==> src/rtl/temp_reading_to_digits_and_fan_speed_core_assert.svh <==
// assertion helpers for the temperature core
// both sample on i_clk and are off while i_rst_n is low
`ifndef TEMP_READING_TO_DIGITS_AND_FAN_SPEED_CORE_ASSERT_SVH
`define TEMP_READING_TO_DIGITS_AND_FAN_SPEED_CORE_ASSERT_SVH

// same-cycle implication
`define TRDF_ASSERT_NOW(lbl, ante, cons, msg) \
    lbl: assert property (@(posedge i_clk) disable iff (!i_rst_n) (ante) |-> (cons)) \
        else $error(msg);

// next-cycle implication
`define TRDF_ASSERT_NEXT(lbl, ante, cons, msg) \
    lbl: assert property (@(posedge i_clk) disable iff (!i_rst_n) (ante) |=> (cons)) \
        else $error(msg);

`endif

==> src/rtl/trdf_pkg.sv <==
package trdf_pkg;

    localparam int unsigned RAW_W   = 16;
    localparam int unsigned THR_W   = 7;
    localparam int unsigned SPD_W   = 14;
    localparam int unsigned T16_W   = THR_W + 4;          // thresholds in sixteenths
    localparam int unsigned PROD_W  = SPD_W + T16_W;      // full_speed * ramp offset
    localparam int unsigned CIDX_W  = 2;
    localparam int unsigned NSTAGE  = 2 + SPD_W;          // decode, multiply, one per quotient bit

    localparam logic [THR_W-1:0] LOW_RST  = THR_W'(60);
    localparam logic [THR_W-1:0] HIGH_RST = THR_W'(80);
    localparam logic [SPD_W-1:0] FULL_RST = SPD_W'(3000);

    localparam logic [CIDX_W-1:0] CFG_LOW  = 2'd0;
    localparam logic [CIDX_W-1:0] CFG_HIGH = 2'd1;
    localparam logic [CIDX_W-1:0] CFG_FULL = 2'd2;

    typedef struct packed {
        logic              neg;
        logic [7:0]        whole;
        logic [3:0]        nib;
        logic              hund;
        logic [3:0]        tens;
        logic [3:0]        ones;
        logic [15:0]       frac;    // four bcd digits, tenths on top
        logic              on;
        logic              sat;
        logic [SPD_W-1:0]  fs;
        logic [T16_W-1:0]  num;
        logic [T16_W-1:0]  den;
        logic [PROD_W-1:0] rem;
        logic [SPD_W-1:0]  quo;
    } t_item;

    // nibble * 625 as four bcd digits
    function automatic logic [15:0] frac_bcd(input logic [3:0] nib);
        logic [15:0] d;
        unique case (nib)
            4'd0:    d = 16'h0000;
            4'd1:    d = 16'h0625;
            4'd2:    d = 16'h1250;
            4'd3:    d = 16'h1875;
            4'd4:    d = 16'h2500;
            4'd5:    d = 16'h3125;
            4'd6:    d = 16'h3750;
            4'd7:    d = 16'h4375;
            4'd8:    d = 16'h5000;
            4'd9:    d = 16'h5625;
            4'd10:   d = 16'h6250;
            4'd11:   d = 16'h6875;
            4'd12:   d = 16'h7500;
            4'd13:   d = 16'h8125;
            4'd14:   d = 16'h8750;
            default: d = 16'h9375;
        endcase
        return d;
    endfunction

endpackage

==> src/rtl/trdf_if.sv <==
interface trdf_in_if import trdf_pkg::*; ();
    logic             valid;
    logic             ready;
    logic [RAW_W-1:0] raw_reading;

    modport source (output valid, output raw_reading, input ready);
    modport sink   (input valid, input raw_reading, output ready);
endinterface

interface trdf_out_if import trdf_pkg::*; ();
    logic             valid;
    logic             ready;
    logic             is_negative;
    logic             digit_hundreds;
    logic [3:0]       digit_tens;
    logic [3:0]       digit_ones;
    logic [3:0]       frac_tenths;
    logic [3:0]       frac_hundredths;
    logic [3:0]       frac_thousandths;
    logic [3:0]       frac_ten_thousandths;
    logic             fan_on;
    logic [SPD_W-1:0] fan_speed;

    modport source (output valid, output is_negative, output digit_hundreds,
                    output digit_tens, output digit_ones, output frac_tenths,
                    output frac_hundredths, output frac_thousandths,
                    output frac_ten_thousandths, output fan_on, output fan_speed,
                    input ready);
    modport sink   (input valid, input is_negative, input digit_hundreds,
                    input digit_tens, input digit_ones, input frac_tenths,
                    input frac_hundredths, input frac_thousandths,
                    input frac_ten_thousandths, input fan_on, input fan_speed,
                    output ready);
endinterface

interface trdf_cfg_if import trdf_pkg::*; ();
    logic              valid;
    logic              ready;
    logic [CIDX_W-1:0] index;
    logic [SPD_W-1:0]  data;

    modport source (output valid, output index, output data, input ready);
    modport sink   (input valid, input index, input data, output ready);
endinterface

==> src/rtl/trdf_div_step.sv <==
module trdf_div_step import trdf_pkg::*; #(
    parameter int unsigned BIT = 0
) (
    input  t_item i_item,
    output t_item o_item
);

    logic [PROD_W-1:0] w_dsh;
    logic              w_ge;

    // restoring step: try den shifted to this quotient bit
    assign w_dsh = PROD_W'(i_item.den) << BIT;
    assign w_ge  = i_item.rem >= w_dsh;

    always_comb begin
        o_item          = i_item;
        o_item.rem      = w_ge ? (i_item.rem - w_dsh) : i_item.rem;
        o_item.quo[BIT] = w_ge;
    end

endmodule

==> src/rtl/temp_reading_to_digits_and_fan_speed_core.sv <==
// channel  dir  signals                                   accepted when
// i_in     in   valid ready raw_reading                   valid && ready
// o_out    out  valid ready is_negative .. fan_speed      valid && ready
// i_cfg    in   valid ready index data                    valid && ready (ready tied high)
//
// one item per cycle sustained while o_out is ready; the pipe is a decode stage, a multiply
//   stage and fourteen restoring divider stages, one quotient bit each
// each stage has its own valid bit and loads when empty or when the stage after it moves
// a stall at o_out backs up stage by stage; bubbles are squeezed out before i_in stalls
// reset clears the valid bits and loads the threshold and speed registers
`include "temp_reading_to_digits_and_fan_speed_core_assert.svh"

module temp_reading_to_digits_and_fan_speed_core import trdf_pkg::*; (
    input  logic        i_clk,
    input  logic        i_rst_n,
    trdf_in_if.sink     i_in,
    trdf_out_if.source  o_out,
    trdf_cfg_if.sink    i_cfg
);

    // configuration registers
    logic [THR_W-1:0] r_low;
    logic [THR_W-1:0] r_high;
    logic [SPD_W-1:0] r_full;

    // pipeline
    logic [NSTAGE-1:0] r_v;
    t_item             r_s   [NSTAGE];
    t_item             n_s   [NSTAGE];
    logic [NSTAGE:0]   w_rdy;
    logic [NSTAGE-1:0] w_vin;

    // decode stage signals
    logic              w_neg;
    logic [RAW_W-1:0]  w_negv;
    logic [11:0]       w_mag;
    logic signed [12:0] w_tsig;
    logic [T16_W-1:0]  w_lo16;
    logic [T16_W-1:0]  w_hi16;
    t_item             w_s0;

    // multiply stage signals
    logic [6:0]        w_rest;
    logic [14:0]       w_tmul;
    logic [3:0]        w_tens;
    t_item             w_s1;

    t_item             w_last;

    // ---------------------------------------------------------------
    // config writes, always taken; index 3 is dropped
    // ---------------------------------------------------------------
    assign i_cfg.ready = 1'b1;

    always_ff @(posedge i_clk) begin
        if (!i_rst_n) begin
            r_low  <= LOW_RST;
            r_high <= HIGH_RST;
            r_full <= FULL_RST;
        end else if (i_cfg.valid) begin
            unique case (i_cfg.index)
                CFG_LOW:  r_low  <= i_cfg.data[THR_W-1:0];
                CFG_HIGH: r_high <= i_cfg.data[THR_W-1:0];
                CFG_FULL: r_full <= i_cfg.data;
                default:  ;
            endcase
        end
    end

    // ---------------------------------------------------------------
    // decode: sign, magnitude, threshold compares, ramp operands
    // ---------------------------------------------------------------
    assign w_neg  = &i_in.raw_reading[15:11];
    assign w_negv = (~i_in.raw_reading) + RAW_W'(1);
    // most negative word keeps bit 11, reads as 128.0
    assign w_mag  = w_neg ? w_negv[11:0] : {1'b0, i_in.raw_reading[10:0]};
    assign w_tsig = w_neg ? (13'sd0 - $signed({1'b0, w_mag})) : $signed({1'b0, w_mag});
    assign w_lo16 = {r_low, 4'b0000};
    assign w_hi16 = {r_high, 4'b0000};

    always_comb begin
        w_s0       = '0;
        w_s0.neg   = w_neg;
        w_s0.whole = w_mag[11:4];
        w_s0.nib   = w_mag[3:0];
        w_s0.on    = w_tsig >= $signed({2'b00, w_lo16});
        w_s0.sat   = w_tsig >= $signed({2'b00, w_hi16});
        w_s0.fs    = r_full;
        // only meaningful inside the ramp, where low <= t < high
        w_s0.num   = w_tsig[T16_W-1:0] - w_lo16;
        w_s0.den   = w_hi16 - w_lo16;
    end

    // ---------------------------------------------------------------
    // integer and fraction digits, ramp product
    // ---------------------------------------------------------------
    always_comb begin
        w_s1      = r_s[0];
        w_s1.hund = r_s[0].whole >= 8'd100;
        w_s1.frac = frac_bcd(r_s[0].nib);
        w_s1.rem  = PROD_W'(r_s[0].fs) * PROD_W'(r_s[0].num);
        w_s1.quo  = '0;
        w_s1.tens = w_tens;
        w_s1.ones = 4'(w_rest - 7'({w_tens, 3'b000}) - 7'({w_tens, 1'b0}));
    end

    assign w_rest = (r_s[0].whole >= 8'd100) ? 7'(r_s[0].whole - 8'd100) :
                                               r_s[0].whole[6:0];
    // x*205 >> 11 is x/10 for x below 100
    assign w_tmul = 15'(w_rest) * 15'd205;
    assign w_tens = w_tmul[14:11];

    assign n_s[0] = w_s0;
    assign n_s[1] = w_s1;

    // ---------------------------------------------------------------
    // divider: quotient is below full_speed, so 14 bits, msb first
    // ---------------------------------------------------------------
    for (genvar g = 0; g < SPD_W; g++) begin : g_div
        trdf_div_step #(
            .BIT (SPD_W - 1 - g)
        ) u_step (
            .i_item (r_s[1+g]),
            .o_item (n_s[2+g])
        );
    end

    // ---------------------------------------------------------------
    // per-stage handshake
    // ---------------------------------------------------------------
    assign w_vin = {r_v[NSTAGE-2:0], i_in.valid};

    always_comb begin
        w_rdy[NSTAGE] = o_out.ready;
        for (int k = NSTAGE - 1; k >= 0; k--) begin
            w_rdy[k] = !r_v[k] || w_rdy[k+1];
        end
    end

    assign i_in.ready = w_rdy[0];

    always_ff @(posedge i_clk) begin
        if (!i_rst_n) begin
            r_v <= '0;
        end else begin
            for (int k = 0; k < NSTAGE; k++) begin
                if (w_rdy[k]) begin
                    r_v[k] <= w_vin[k];
                end
            end
        end
    end

    always_ff @(posedge i_clk) begin
        for (int k = 0; k < NSTAGE; k++) begin
            if (w_rdy[k]) begin
                r_s[k] <= n_s[k];
            end
        end
    end

    // ---------------------------------------------------------------
    // result
    // ---------------------------------------------------------------
    assign w_last = r_s[NSTAGE-1];

    assign o_out.valid                = r_v[NSTAGE-1];
    assign o_out.is_negative          = w_last.neg;
    assign o_out.digit_hundreds       = w_last.hund;
    assign o_out.digit_tens           = w_last.tens;
    assign o_out.digit_ones           = w_last.ones;
    assign o_out.frac_tenths          = w_last.frac[15:12];
    assign o_out.frac_hundredths      = w_last.frac[11:8];
    assign o_out.frac_thousandths     = w_last.frac[7:4];
    assign o_out.frac_ten_thousandths = w_last.frac[3:0];
    assign o_out.fan_on               = w_last.on;
    // fan off gives zero, at or above high gives full speed, else the ramp
    assign o_out.fan_speed            = !w_last.on ? '0 :
                                        (w_last.sat ? w_last.fs : w_last.quo);

    // ---------------------------------------------------------------
    // checks
    // ---------------------------------------------------------------
    `TRDF_ASSERT_NEXT(a_in_lands, i_in.valid && i_in.ready, r_v[0], "accepted item not in stage 0")
    `TRDF_ASSERT_NEXT(a_stall_holds, r_v[NSTAGE-1] && !o_out.ready, r_v[NSTAGE-1] && $stable(w_last), "stalled result changed")
    `TRDF_ASSERT_NOW(a_speed_bound, o_out.valid, o_out.fan_speed <= w_last.fs, "fan speed above full speed")
    `TRDF_ASSERT_NOW(a_off_zero, o_out.valid && !o_out.fan_on, o_out.fan_speed == '0, "fan off with nonzero speed")
    `TRDF_ASSERT_NOW(a_bcd_digits, o_out.valid, o_out.digit_tens <= 4'd9 && o_out.digit_ones <= 4'd9, "integer digit out of range")

endmodule

==> src/flat_wrapper.sv <==
// flat-port wrapper written by rule: the top's interface ports become plain ports
module temp_reading_to_digits_and_fan_speed_core_flat import trdf_pkg::*;
  (i_clk, i_rst_n, i_in_valid, i_in_raw_reading, i_in_ready, o_out_valid, o_out_is_negative, o_out_digit_hundreds, o_out_digit_tens, o_out_digit_ones, o_out_frac_tenths, o_out_frac_hundredths, o_out_frac_thousandths, o_out_frac_ten_thousandths, o_out_fan_on, o_out_fan_speed, o_out_ready, i_cfg_valid, i_cfg_index, i_cfg_data, i_cfg_ready);
  trdf_in_if i_in_i ();
  trdf_out_if o_out_i ();
  trdf_cfg_if i_cfg_i ();
  input  logic i_clk;
  input  logic i_rst_n;
  input wire logic [$bits(i_in_i.valid)-1:0] i_in_valid;
  input wire logic [$bits(i_in_i.raw_reading)-1:0] i_in_raw_reading;
  output wire logic [$bits(i_in_i.ready)-1:0] i_in_ready;
  output wire logic [$bits(o_out_i.valid)-1:0] o_out_valid;
  output wire logic [$bits(o_out_i.is_negative)-1:0] o_out_is_negative;
  output wire logic [$bits(o_out_i.digit_hundreds)-1:0] o_out_digit_hundreds;
  output wire logic [$bits(o_out_i.digit_tens)-1:0] o_out_digit_tens;
  output wire logic [$bits(o_out_i.digit_ones)-1:0] o_out_digit_ones;
  output wire logic [$bits(o_out_i.frac_tenths)-1:0] o_out_frac_tenths;
  output wire logic [$bits(o_out_i.frac_hundredths)-1:0] o_out_frac_hundredths;
  output wire logic [$bits(o_out_i.frac_thousandths)-1:0] o_out_frac_thousandths;
  output wire logic [$bits(o_out_i.frac_ten_thousandths)-1:0] o_out_frac_ten_thousandths;
  output wire logic [$bits(o_out_i.fan_on)-1:0] o_out_fan_on;
  output wire logic [$bits(o_out_i.fan_speed)-1:0] o_out_fan_speed;
  input wire logic [$bits(o_out_i.ready)-1:0] o_out_ready;
  input wire logic [$bits(i_cfg_i.valid)-1:0] i_cfg_valid;
  input wire logic [$bits(i_cfg_i.index)-1:0] i_cfg_index;
  input wire logic [$bits(i_cfg_i.data)-1:0] i_cfg_data;
  output wire logic [$bits(i_cfg_i.ready)-1:0] i_cfg_ready;
  assign i_in_i.valid = i_in_valid;
  assign i_in_i.raw_reading = i_in_raw_reading;
  assign i_in_ready = i_in_i.ready;
  assign o_out_valid = o_out_i.valid;
  assign o_out_is_negative = o_out_i.is_negative;
  assign o_out_digit_hundreds = o_out_i.digit_hundreds;
  assign o_out_digit_tens = o_out_i.digit_tens;
  assign o_out_digit_ones = o_out_i.digit_ones;
  assign o_out_frac_tenths = o_out_i.frac_tenths;
  assign o_out_frac_hundredths = o_out_i.frac_hundredths;
  assign o_out_frac_thousandths = o_out_i.frac_thousandths;
  assign o_out_frac_ten_thousandths = o_out_i.frac_ten_thousandths;
  assign o_out_fan_on = o_out_i.fan_on;
  assign o_out_fan_speed = o_out_i.fan_speed;
  assign o_out_i.ready = o_out_ready;
  assign i_cfg_i.valid = i_cfg_valid;
  assign i_cfg_i.index = i_cfg_index;
  assign i_cfg_i.data = i_cfg_data;
  assign i_cfg_ready = i_cfg_i.ready;
  temp_reading_to_digits_and_fan_speed_core u_core (.i_clk(i_clk), .i_rst_n(i_rst_n), .i_in(i_in_i), .o_out(o_out_i), .i_cfg(i_cfg_i));
endmodule
==> config.mk <==
export PLATFORM = sky130hd
export DESIGN_NAME = temp_reading_to_digits_and_fan_speed_core_flat
export DESIGN_NICKNAME = d
export VERILOG_FILES = /design/src/rtl/trdf_pkg.sv /design/src/rtl/trdf_if.sv /design/src/rtl/trdf_div_step.sv /design/src/rtl/temp_reading_to_digits_and_fan_speed_core.sv /design/src/flat_wrapper.sv
export VERILOG_INCLUDE_DIRS = /design/src /design/src/rtl
export SDC_FILE = /design/constraint.sdc
export NUM_CORES = 2
export LEC_CHECK = 0
export BUFFER_PORTS_ARGS = -buffer_cell sky130_fd_sc_hd__buf_2
export CORE_ASPECT_RATIO = 2
export CORE_MARGIN = 3
export CORE_UTILIZATION = 65
export CTS_CLUSTER_DIAMETER = 150
export DETAILED_ROUTE_END_ITERATION = 8
export GPL_ROUTABILITY_DRIVEN = 0
export PLACE_DENSITY = 0.87
export SLEW_MARGIN = 30
export SYNTH_ARGS = -nofsm -noshare
export SYNTH_HDL_FRONTEND = slang
export SYNTH_HIERARCHICAL = 1
export SYNTH_SLANG_ARGS = --single-unit
export TNS_END_PERCENT = 30
==> constraint.sdc <==
create_clock -name i_clk -period 8.72 [get_ports i_clk]
set_input_delay 0.872 -clock i_clk [delete_from_list [all_inputs] [get_ports i_clk]]
set_output_delay 0.872 -clock i_clk [all_outputs]
set_load 0.05 [all_outputs]
==> summary.md <==
| Metric | Value |
|---|---|
| Status | finished clean |
| Vias per inst | 5.921 |
| Critical path required time | 9.18 ns |
| CTS root buffer | clkbuf_16 |
| Crit. End Element | register |
| Wirelength per Cell | 21.58 um |
| IO buf count | 79 |
| HPWL after detailed placement | 88.23 mm |
| Yosys warns | 6 |
| Post-DRT Antenna Nets | 0 |
| Clock Tree Buf Depth | 3 |
| WP buf/inv | 4 |
| Post-Syn Instances | 5,130 |
| Fillers | 6,876 |
| Hold Crit Class | in -> reg |
| Pwr Density | 370.0 nW/um^2 |
| Initial antenna violation count | 6 |
| Die W | 233.8 um |
| Post-CTS Setup Bufs | 0 |
| Maximum vdd ir drop | 0.5986 mV |
| # Max-Cap Violations | 0 |
| Max Freq | 167.5 MHz |
| Gr ovfl total | 0 |
| Max-slew violations | 0 |
| Tightest Pin Transition | 1.087 ns |
| Die height | 461.5 um |
| Initial DRC count | 2,085 |
| CP Launch Type | register |
| Endpoints failing hold | 0 |
| Num rows | 166 |
| CP max-delay cell | edfxtp_1 |
| Fin crit period | 5.969 ns |
| CTS tree | yes |
| Setup ws final | 2.751 ns |
| Area of the die | 107,900 um^2 |
| Slew headroom | 0.2689 |
| Post-Syn Area | 67,440 um^2 |
| # resized after CTS | 0 |
| Hold buffers post-CTS | 0 |
| Cell area after placement | 62,070 um^2 |
| Overall Power | 0.02431 W |
| Setup TNS Final | 0 ns |
| Area growth from synthesis to layout | -2.564% |
| Final core occ | 0.6405 |
| Final #Nets | 4,740 |
| Post-place setup slack | 2.791 ns |
| IO Count | 81 |
| Tot GR Track Use | 0.2308 |
| Starting Density | 0.6573 |
| Post-synthesis average cell area | 13.15 um^2 |
| Total length of routed wires | 123.6 mm |
| Critical Path AT | 6.43 ns |
| Largest net degree at the start of global routing | 92 |
| Post-route cell area | 65,720 um^2 |
| Clk_lat worst skew | 0.72 ns |
| H-tree depth | 3 |
| Final Skew | 0.05119 ns |
| CP top delay family | adder cells |
| First-pass GRT wire length | 189.6 mm |
| Fraction of layout cells with a size suffix above 1 | 0.1093 |
| Crit Path Category | reg -> reg |
| Drt drc | 0 |
| First-pass iteration count of the detailed router | 7 |
| Routed via count | 33,917 |
| Final period util | 0.6845 |
| Worst-path clk slew | 0.07 ns |
| Unrepaired setup endpoints after global routing | no |
| Slowest stage delay, CP | 0.44 ns |
| CTS Buf Count | 107 |
| LEAKAGE | 25.95 nW |
| Sink Count | 1,319 |
| Vias in the first global route | 36,328 |
| Crit-path max FO | 5 |
| Setup violators final | 0 |
| Core box area | 102,600 um^2 |
## layout by cell type, fill, tap and decap left out, types with 16 or more instances in the layout
cell,n
nand4_1,30
nand2b_1,27
nor4_1,36
clkinv_1,17
nor2_1,173
a21o_1,52
xor2_1,90
o211ai_1,19
nand3_1,58
and3_1,16
and2_1,75
nand2_1,270
inv_1,398
or3_1,22
o21a_1,36
xnor2_1,129
o21ai_1,23
nor3_1,56
dfxtp_1,44
edfxtp_1,1275
o21ai_0,114
mux2i_1,32
a21oi_1,166
or4_1,20
mux2_2,23
a31oi_1,21
o31ai_1,19
nor2b_1,61
clkbuf_16,109
mux2_4,31
ha_1,280
fa_1,130
buf_2,79
clkinv_2,30
a21boi_0,18
## power by group
part	switching, W	total, W	internal (W)
clock	0.00219	0.00484	0.00265
sequential	0.000898	0.00992	0.00902
combinational	0.00557	0.00955	0.00397
total	0.00867	0.0243	0.0156
## metrics by stage
stage,hold slack (ns),std cells
after floorplan,0.4003,5140
after global placement,0.4012,5525
after detailed placement,0.4045,5527
after CTS,0.3157,5724
after global routing,0.3555,5725
final,0.3610,5728
## worst reg2reg max path, stage by stage (launching register included)
cell and delay [ns]:
edfxtp_1 0.44, inv_1 0.20, ha_1 0.21, a21oi_1 0.11, o21bai_1 0.31, o31ai_1 0.14
xor2_1 0.32, inv_1 0.14, nor2_2 0.21, or2_2 0.16, inv_1 0.05, fa_1 0.40
inv_1 0.08, fa_1 0.43, ha_1 0.32, ha_1 0.31, a21oi_1 0.14, o21ai_0 0.10
a221oi_1 0.36, o21ai_2 0.11, a21oi_1 0.27, xnor2_1 0.20, ha_1 0.30, nand2_1 0.07
nand2_1 0.06, xnor2_1 0.20, xnor2_1 0.09
## final timing paths
kind	cells after the start	startpoint	endpoint	slack, ns
max reg2reg	26	u_core/r_s[0][106]	u_core/r_s[0][211]	2.75
min	3	i_cfg_data[7]	u_core/r_full[7]	0.36
min reg2reg	0	u_core/r_s[0][764]	u_core/r_s[0][879]	0.40
max	26	u_core/r_s[0][106]	u_core/r_s[0][211]	2.75
## metal layers
layer  up-vias  GRT usage  part of all wire
met2      1235     0.4432              0.56
li1      15465          -                 -
met5         -          0           0.00022
met3       618    0.04621             0.045
met1     16595     0.1845              0.28
met4         4     0.2199              0.11
## cell type report
class	instances	area (um^2)	area share
Sequential cell	1319	39170	0.5960
Multi-Input combinational cell	2358	19180	0.2918
Clock buffer	127	2835	0.04314
Tap cell	1344	1682	0.02559
Inverter	412	1560	0.02374
Clock inverter	70	739.5	0.01125
Timing Repair Buffer	95	546.8	0.008320
Antenna cell	3	7.507	0.0001142
## registers in the layout, indices dropped and copies added (netlist names)
register and cells:
u_core/r_low 7, u_core/r_s 1275, u_core/r_full 14, u_core/r_v 16, u_core/r_high 7
No activity file was read; power rests on OpenSTA's default activity.
